File: src/sv/imu_frame_parser_assert.svh
// Assertion macros shared by the frame parser.
`ifndef IMU_FRAME_PARSER_ASSERT_SVH
`define IMU_FRAME_PARSER_ASSERT_SVH

// The consequent must hold in the same cycle as the antecedent.
`define IMF_ASSERT_SAME(label, clk, rst_n, ante, cons, msg) \
	label: assert property (@(posedge clk) disable iff (!rst_n) (ante) |-> (cons)) \
		else $error(msg);

// The consequent must hold in the cycle after the antecedent.
`define IMF_ASSERT_NEXT(label, clk, rst_n, ante, cons, msg) \
	label: assert property (@(posedge clk) disable iff (!rst_n) (ante) |=> (cons)) \
		else $error(msg);

`endif

File: src/sv/imf_pkg.sv
package imf_pkg;

	localparam int FRAME_BYTES_DEF = 17;

	localparam logic [7:0] HEADER_BYTE = 8'h3A;
	localparam int CHECKSUM_POS = 14;
	localparam int STORE_DEPTH = 13;

	localparam logic [7:0]  SYNC_FUNC_RST = 8'd11;
	localparam logic [14:0] RATE_DB_RST   = 15'd2;

	localparam int CFG_DATA_W = 15;

	// Register indexes on the configuration port.
	localparam logic REG_SYNC_FUNC = 1'b0;
	localparam logic REG_RATE_DB   = 1'b1;

	// Input item kinds.
	localparam logic KIND_BYTE     = 1'b0;
	localparam logic KIND_SET_ZERO = 1'b1;

	// Result status codes.
	localparam logic STATUS_GOOD    = 1'b0;
	localparam logic STATUS_BAD_SUM = 1'b1;

	localparam int OUT_DATA_W = 112;

endpackage

File: src/sv/imu_frame_parser.sv
// Byte-serial frame parser for a heading and yaw-rate sensor. Each input item is
// either one received serial byte (tuser = 0) or a set-zero event (tuser = 1) that
// latches the heading of the last good frame as the zero offset. The parser hunts
// for the header byte 0x3A followed by the configured function byte, then collects
// the rest of a FRAME_BYTES-long frame: index, length, five little-endian signed
// 16-bit words (heading, yaw rate, acceleration x, y and z), an 8-bit additive
// checksum over the function byte up to the last acceleration byte, and tail bytes
// that are not checked. On the last byte of each frame exactly one result item is
// produced: status 0 with the raw words, the heading relative to the zero offset,
// the yaw rate forced to zero inside the deadband and the negated z acceleration;
// or status 1 with every other field zero when the checksum does not match. Each
// item is captured in an input register and handled by the frame logic when the
// output can take a result, and any result lands in an output register
// that decouples the two sides, so a new item can be taken in every cycle while
// the output is free or being drained. Configuration writes take effect at once
// and should only be made while no item is in flight.
module imu_frame_parser
	import imf_pkg::*;
#(
	parameter int FRAME_BYTES = FRAME_BYTES_DEF
) (
	input  logic                  clk,
	input  logic                  arst_n,

	input  logic                  s_axis_tvalid,
	output logic                  s_axis_tready,
	input  logic [7:0]            s_axis_tdata,   // [7:0] data_byte
	input  logic [0:0]            s_axis_tuser,   // [0] kind

	output logic                  m_axis_tvalid,
	input  logic                  m_axis_tready,
	// [7:0] frame_index, [23:8] heading_raw, [40:24] heading_relative,
	// [56:41] yaw_rate, [72:57] accel_x, [88:73] accel_y,
	// [105:89] accel_z_negated, [111:106] zero padding
	output logic [OUT_DATA_W-1:0] m_axis_tdata,
	output logic [0:0]            m_axis_tuser,   // [0] status

	input  logic                  cfg_we,
	input  logic                  cfg_index,
	input  logic [CFG_DATA_W-1:0] cfg_data
);

	// The position counter must hold FRAME_BYTES - 1, the last byte of a frame.
	localparam int PosW = $clog2(FRAME_BYTES);
	localparam logic [PosW-1:0] PosLast  = PosW'(FRAME_BYTES - 1);
	localparam logic [PosW-1:0] PosCsum  = PosW'(CHECKSUM_POS);
	localparam logic [PosW-1:0] PosFunc  = PosW'(1);
	localparam logic [PosW-1:0] PosFirst = PosW'(2);

	// Configuration registers.
	logic [7:0]  sync_func_q;
	logic [14:0] rate_db_q;

	always_ff @(posedge clk or negedge arst_n) begin
		if (!arst_n) begin
			sync_func_q <= SYNC_FUNC_RST;
			rate_db_q   <= RATE_DB_RST;
		end else if (cfg_we) begin
			unique case (cfg_index)
				REG_SYNC_FUNC: sync_func_q <= cfg_data[7:0];
				REG_RATE_DB:   rate_db_q   <= cfg_data;
				default:       ;
			endcase
		end
	end

	// Input register stage.
	logic       valid_s1;
	logic       kind_s1;
	logic [7:0] byte_s1;
	logic       advance;
	logic       fire;

	logic       res_valid_q;

	// The handled item moves on unless a result is waiting and not being taken.
	assign advance       = !res_valid_q || m_axis_tready;
	assign fire          = valid_s1 && advance;
	assign s_axis_tready = !valid_s1 || advance;

	always_ff @(posedge clk or negedge arst_n) begin
		if (!arst_n) begin
			valid_s1 <= 1'b0;
		end else if (s_axis_tready) begin
			valid_s1 <= s_axis_tvalid;
		end
	end

	always_ff @(posedge clk) begin
		if (s_axis_tready && s_axis_tvalid) begin
			kind_s1 <= s_axis_tuser[0];
			byte_s1 <= s_axis_tdata;
		end
	end

	// Frame state. Entry 0 of the store holds the function byte; entries 1 to 12
	// hold the index, the length and the ten data bytes.
	logic [PosW-1:0] pos_q;
	logic [7:0]      sum_q;
	logic [15:0]     last_heading_q;
	logic [15:0]     zero_offset_q;
	logic [7:0]      frame_store_q [STORE_DEPTH];

	logic [PosW-1:0] pos_d;
	logic [7:0]      sum_d;
	logic            store_we;
	logic [3:0]      store_idx;
	logic            emit;

	always_comb begin
		pos_d     = pos_q;
		sum_d     = sum_q;
		store_we  = 1'b0;
		store_idx = 4'(pos_q - PosFunc);
		emit      = 1'b0;
		if (pos_q == '0) begin
			if (byte_s1 == HEADER_BYTE) begin
				pos_d = PosFunc;
			end
		end else if (pos_q == PosFunc) begin
			if (byte_s1 == sync_func_q) begin
				// The function byte opens both the store and the checksum.
				store_we  = 1'b1;
				store_idx = 4'd0;
				sum_d     = byte_s1;
				pos_d     = PosFirst;
			end else if (byte_s1 == HEADER_BYTE) begin
				pos_d = PosFunc;
			end else begin
				pos_d = '0;
			end
		end else if (pos_q < PosCsum) begin
			store_we = 1'b1;
			sum_d    = sum_q + byte_s1;
			pos_d    = pos_q + PosFunc;
		end else begin
			// Subtracting the received checksum leaves zero on a good frame.
			if (pos_q == PosCsum) begin
				sum_d = sum_q - byte_s1;
			end
			if (pos_q < PosLast) begin
				pos_d = pos_q + PosFunc;
			end else begin
				pos_d = '0;
				emit  = 1'b1;
			end
		end
	end

	logic byte_fire;
	logic set_zero_fire;
	logic good_frame;

	assign byte_fire     = fire && (kind_s1 == KIND_BYTE);
	assign set_zero_fire = fire && (kind_s1 == KIND_SET_ZERO);
	assign good_frame    = (sum_d == 8'd0);

	always_ff @(posedge clk or negedge arst_n) begin
		if (!arst_n) begin
			pos_q          <= '0;
			sum_q          <= '0;
			last_heading_q <= '0;
			zero_offset_q  <= '0;
		end else begin
			if (byte_fire) begin
				pos_q <= pos_d;
				sum_q <= sum_d;
				if (emit && good_frame) begin
					last_heading_q <= {frame_store_q[4], frame_store_q[3]};
				end
			end
			if (set_zero_fire) begin
				zero_offset_q <= last_heading_q;
			end
		end
	end

	always_ff @(posedge clk) begin
		if (byte_fire && store_we) begin
			frame_store_q[store_idx] <= byte_s1;
		end
	end

	// Result computation from the completed store.
	logic signed [15:0] head;
	logic signed [15:0] rate;
	logic signed [15:0] ax;
	logic signed [15:0] ay;
	logic signed [15:0] az;
	logic signed [16:0] rate_ext;
	logic        [16:0] rate_mag;
	logic signed [15:0] rate_out;
	logic signed [16:0] head_rel;
	logic signed [16:0] az_neg;

	assign head = {frame_store_q[4],  frame_store_q[3]};
	assign rate = {frame_store_q[6],  frame_store_q[5]};
	assign ax   = {frame_store_q[8],  frame_store_q[7]};
	assign ay   = {frame_store_q[10], frame_store_q[9]};
	assign az   = {frame_store_q[12], frame_store_q[11]};

	assign rate_ext = {rate[15], rate};
	assign rate_mag = rate[15] ? 17'(-rate_ext) : 17'(rate_ext);
	assign rate_out = (rate_mag <= {2'b00, rate_db_q}) ? 16'sd0 : rate;
	assign head_rel = {head[15], head} - {zero_offset_q[15], zero_offset_q};
	assign az_neg   = -{az[15], az};

	// Output register.
	logic        res_status_q;
	logic [7:0]  res_index_q;
	logic [15:0] res_head_q;
	logic [16:0] res_head_rel_q;
	logic [15:0] res_rate_q;
	logic [15:0] res_ax_q;
	logic [15:0] res_ay_q;
	logic [16:0] res_az_neg_q;

	always_ff @(posedge clk or negedge arst_n) begin
		if (!arst_n) begin
			res_valid_q <= 1'b0;
		end else if (byte_fire && emit) begin
			res_valid_q <= 1'b1;
		end else if (m_axis_tready) begin
			res_valid_q <= 1'b0;
		end
	end

	always_ff @(posedge clk) begin
		if (byte_fire && emit) begin
			if (good_frame) begin
				res_status_q   <= STATUS_GOOD;
				res_index_q    <= frame_store_q[1];
				res_head_q     <= head;
				res_head_rel_q <= head_rel;
				res_rate_q     <= rate_out;
				res_ax_q       <= ax;
				res_ay_q       <= ay;
				res_az_neg_q   <= az_neg;
			end else begin
				res_status_q   <= STATUS_BAD_SUM;
				res_index_q    <= '0;
				res_head_q     <= '0;
				res_head_rel_q <= '0;
				res_rate_q     <= '0;
				res_ax_q       <= '0;
				res_ay_q       <= '0;
				res_az_neg_q   <= '0;
			end
		end
	end

	assign m_axis_tvalid   = res_valid_q;
	assign m_axis_tuser[0] = res_status_q;
	assign m_axis_tdata    = {6'd0, res_az_neg_q, res_ay_q, res_ax_q, res_rate_q,
		res_head_rel_q, res_head_q, res_index_q};

	// Checks on the frame logic.
`include "imu_frame_parser_assert.svh"

	`IMF_ASSERT_SAME(a_bad_frame_zero, clk, arst_n, m_axis_tvalid && (m_axis_tuser[0] == STATUS_BAD_SUM), m_axis_tdata == '0, "bad-checksum result carries non-zero data")
	`IMF_ASSERT_SAME(a_pos_in_frame, clk, arst_n, 1'b1, pos_q <= PosLast, "byte position beyond frame end")
	`IMF_ASSERT_NEXT(a_last_byte_result, clk, arst_n, byte_fire && (pos_q == PosLast), m_axis_tvalid && (pos_q == '0), "last frame byte gave no result")
	`IMF_ASSERT_SAME(a_heading_on_good, clk, arst_n, !$stable(last_heading_q), m_axis_tvalid && (m_axis_tuser[0] == STATUS_GOOD), "heading latched without a good frame")

endmodule
File: config.mk
export PLATFORM = sky130hd
export DESIGN_NAME = imu_frame_parser
export DESIGN_NICKNAME = d
export VERILOG_FILES = /design/src/sv/imf_pkg.sv /design/src/sv/imu_frame_parser.sv
export VERILOG_INCLUDE_DIRS = /design/src /design/src/sv
export SDC_FILE = /design/constraint.sdc
export NUM_CORES = 1
export LEC_CHECK = 0
export BUFFER_PORTS_ARGS = -buffer_cell sky130_fd_sc_hd__buf_4
export CORE_MARGIN = 3
export CORE_UTILIZATION = 55
export CTS_BUF_LIST = sky130_fd_sc_hd__clkbuf_4 sky130_fd_sc_hd__clkbuf_8
export DETAILED_ROUTE_END_ITERATION = 12
export PLACE_DENSITY_LB_ADDON = 0.15
export SLEW_MARGIN = 0
export SYNTH_ARGS = -nofsm -noshare
export SYNTH_HDL_FRONTEND = slang
export SYNTH_SLANG_ARGS = --single-unit
File: constraint.sdc
create_clock -name clk -period 9 [get_ports clk]
set_input_delay 0 -clock clk [delete_from_list [all_inputs] [get_ports clk]]
set_output_delay 0 -clock clk [all_outputs]
set_load 0.01 [all_outputs]
==> impl_results.md <==
* H-tree levels at 2
* Buffer count from post-CTS setup fixing at 0
* Total track usage at ~22%
* Final-stage net count at around 1200
* Avg Cell Area, Syn at 13.12 sq um
* Post-synthesis compound-gate area fraction at under 10%
* Final Hold Fails at 0
* Dpl cells at approximately 1400
* CTS Root Cell: clkbuf_8
* Max_cap viols at 0
* Clock transition at path regs at 0.06 ns
* Largest net degree at the start of global routing at just over 70
* Main combinational cell family by area after synthesis: simple AND/OR/NAND/NOR gates
* Synth Area in Simple Gates at between 10% and 20%
* Post-Route WL at around 28000 um
* ANT nets after route at 0
* Congestion Overflow GR at 0
* Synth unique cells at 70
* Synth Area in Adders at under 10%
* Clock skew at about 0.022 ns
* Die Wd at roughly 160 um
* EDFF count, synth at just over 200
* Synth warnings at 0
* Row cnt at 54
* Die ar. at approximately 25000 sq um
* R2R Path Start: byte_s1[1]$_DFFE_PP_
* CP required at ~9.4 ns
* Area Overhead vs Synth at 20.07%
* Initial antenna violation count at 0
* Top reg by flops: frame_store_q
* Vias at approximately 8100
* Final setup viols at 0
* Largest regs: frame_store_q: 88 flops, res_az_neg_q: 17 flops, res_head_rel_q: 17 flops
* Sequential fraction of the synthesis area at between 60 and 70%
* Cts bufs inserted at 45
* Setup Crit Path Kind: register to register
* Power Total at about 3500 uW
* Max VDD drop at approximately 0.16 mV
* Vias in the first global route at slightly above 8000
* Status: finished, final reports clean
* CP arrival at ~5.0 ns
* Share of layout cells above drive strength 1 at roughly a quarter
* Number of cells on the critical path at 9
* Worst-path fanout max at 16
* Most frequent cells in the layout: 204 x edfxtp_1, 148 x buf_4, 67 x and2_1, 66 x dfrtp_1, 58 x inv_1
* Gate Count Post-Synth at 966
* N_diodes at 0
* Multiplexer share of the synthesized area at under 10%
* End of the worst register-to-register path: last_heading_q[2]$_DFFE_PN0P_
* Initial core utilization at a little under three fifths
* CP endpoint kind: register
* Final Worst Setup Slack at around 4.4 ns
* Cell Chain, Critical Path: inv_1, fa_1, o311a_1, a221oi_1, nor3_1, a221o_1, or4_4, nor4b_4, mux2_2
* Largest register FFs at just under 90
* Worst stage delay on the critical path at 0.99 ns
* Class of the tightest hold or removal check: primary input to register
* Slowest CP cell: nor4b_4
* Post-DP HPWL at ~18000 um
* Fin. max-slew vios at 0
* Drt pass-1 iters at 5
* Clk sinks at between 200 and 300
* Pre-CTS setup slack at around 4.4 ns
* Post-route clock period utilization at 51.08%
* Layout Cells excl Fill at around 1500
* Fill cell count at approximately 1600
* Initial DRC Count at between 500 and 600
* Worst Setup EP: last_heading_q[2]$_DFFE_PN0P_
* XOR/XNOR Fraction of Synth Area at roughly 3.2%
* Core area at 22230 sq um
* Bufs and invs on worst path at 1
* Final GP Congestion at approximately 0.9
* FF+latch count, synth at between 200 and 300
* Relative slew margins at between 20% and 30%
* LEAKAGE at 0.006152 uW
* Die Ht at around 160 um
* Worst Reg2Reg Path Length in Cells at 9
* Most common cell after layout, fill and taps aside: edfxtp_1
* Peak Freq at between 0.2 and 0.25 GHz
* Max clock buf depth at 3
* First-pass GRT wire length at ~43000 um
* Post-DR wirelength/cell at between 15 and 20 um
* Setup TNS at 0 ns
* Async set-reset flop share out of synthesis at 25.55%
* Slew @ Worst Pin at about 1.1 ns
* PD cells at roughly 230 nW/um^2
* Mean number of vias per cell at ~5.5
* IO Count at about 150
* Cell area after synthesis at about 13000 sq um
* Crit path launch: byte_s1[1]$_DFFE_PP_
* Clk Latency, worst-skew pair at about 0.54 ns
* Worst R2R Setup Slack at ~4.4 ns
* Synth Flop Type: edfxtp_1
* Unrepaired setup endpoints after global routing: false
* Largest delay share family, worst path: simple AND/OR/NAND/NOR gates
* CTS tree: built
* DRC at 0
* Tmin final at roughly 4.6 ns
* IO Port Bufs at between 100 and 150
* Startpoint types: register
[cells by family after synthesis]
kind of cell	count (synthesis)
fa+ha+maj	58
other cells	1
compound gates	125
flops	274
xor+xnor	47
mux	59
simple gates	303
buf+inv	99
[worst min path at each step]
stage / to / startpoint / depth (start not counted) / slack [ns]
3_5_place_dp: byte_s1[2]$_DFFE_PP_ / s_axis_tdata[2] / 1 / 0.18
3_3_place_gp: byte_s1[7]$_DFFE_PP_ / s_axis_tdata[7] / 1 / 0.18
6_report: sync_func_q[4]$_DFFE_PN0P_ / cfg_we / 3 / 0.12
2_1_floorplan: last_heading_q[0]$_DFFE_PN0P_ / arst_n / 0 / -0.30
4_1_cts: sync_func_q[4]$_DFFE_PN0P_ / cfg_we / 3 / 0.06
5_1_grt: sync_func_q[5]$_DFFE_PN0P_ / cfg_we / 3 / 0.11
[Yosys cell counts, types with 12 or more instances]
library cell | number | area, sq um
inv_1 | 59 | 221.5
o21ai_0 | 17 | 85.08
nor3b_1 | 19 | 142.6
nor3_1 | 33 | 165.2
ha_1 | 55 | 688.2
dfrtp_1 | 66 | 1652
mux2_2 | 53 | 596.8
nor2b_1 | 16 | 100.1
xor2_1 | 12 | 105.1
nor2_1 | 56 | 210.2
edfxtp_1 | 204 | 6126
clkbuf_1 | 22 | 82.58
and2_1 | 67 | 419.2
nand2_1 | 42 | 157.7
xnor2_1 | 35 | 306.5
nand2b_1 | 13 | 81.33
nand3_1 | 14 | 70.07
a21oi_1 | 29 | 145.1
[layer usage]
| layer | GRT usage, % | up-vias | share of wire [%] |
|---|---|---|---|
| li1 | - | 3884 | - |
| met1 | 31.46 | 3917 | 45 |
| met2 | 34.85 | 284 | 46 |
| met3 | 4.183 | 60 | 6.1 |
| met4 | 8.306 | 0 | 2.8 |
| met5 | 0 | - | 0 |
[stage by stage]
stage / cell area [sq um] / utilization [%] / hold slack (ns)
finish: 15220 / 68.45 / 0.1225
global route: 15220 / 68.45 / 0.1051
CTS: 15220 / 68.45 / 0.06134
detailed placement: 13960 / 62.82 / 0.1794
global placement: 13960 / 62.82 / 0.1784
floorplan: 12690 / - / -0.2956
[what timing repair did]
item	4_1_cts	5_1_grt
gates resized for setup	0	0
endpoints found under the hold margin	100	0
hold buffers	30	0
[cell type report]
type,count,area [sq um],share of cell area [%]
Sequential cell,274,7883,51.81
Clock inverter,12,85.08,0.5592
Tap cell,280,350.3,2.302
Clock buffer,72,865.8,5.690
Multi-Input combinational cell,598,4389,28.85
Timing Repair Buffer,178,1411,9.276
Inverter,61,231.5,1.521
[tightest hold or removal path, stage by stage]
cell     delay, ns
buf_4         0.11
nor2b_1       0.24
mux2_2        0.26
[report_power, final]
part	internal (uW)	switching (uW)	total, uW
registers	1460	96.8	1560
logic	359	509	869
clock network	640	478	1120
Power figures use the tool's default switching activity.
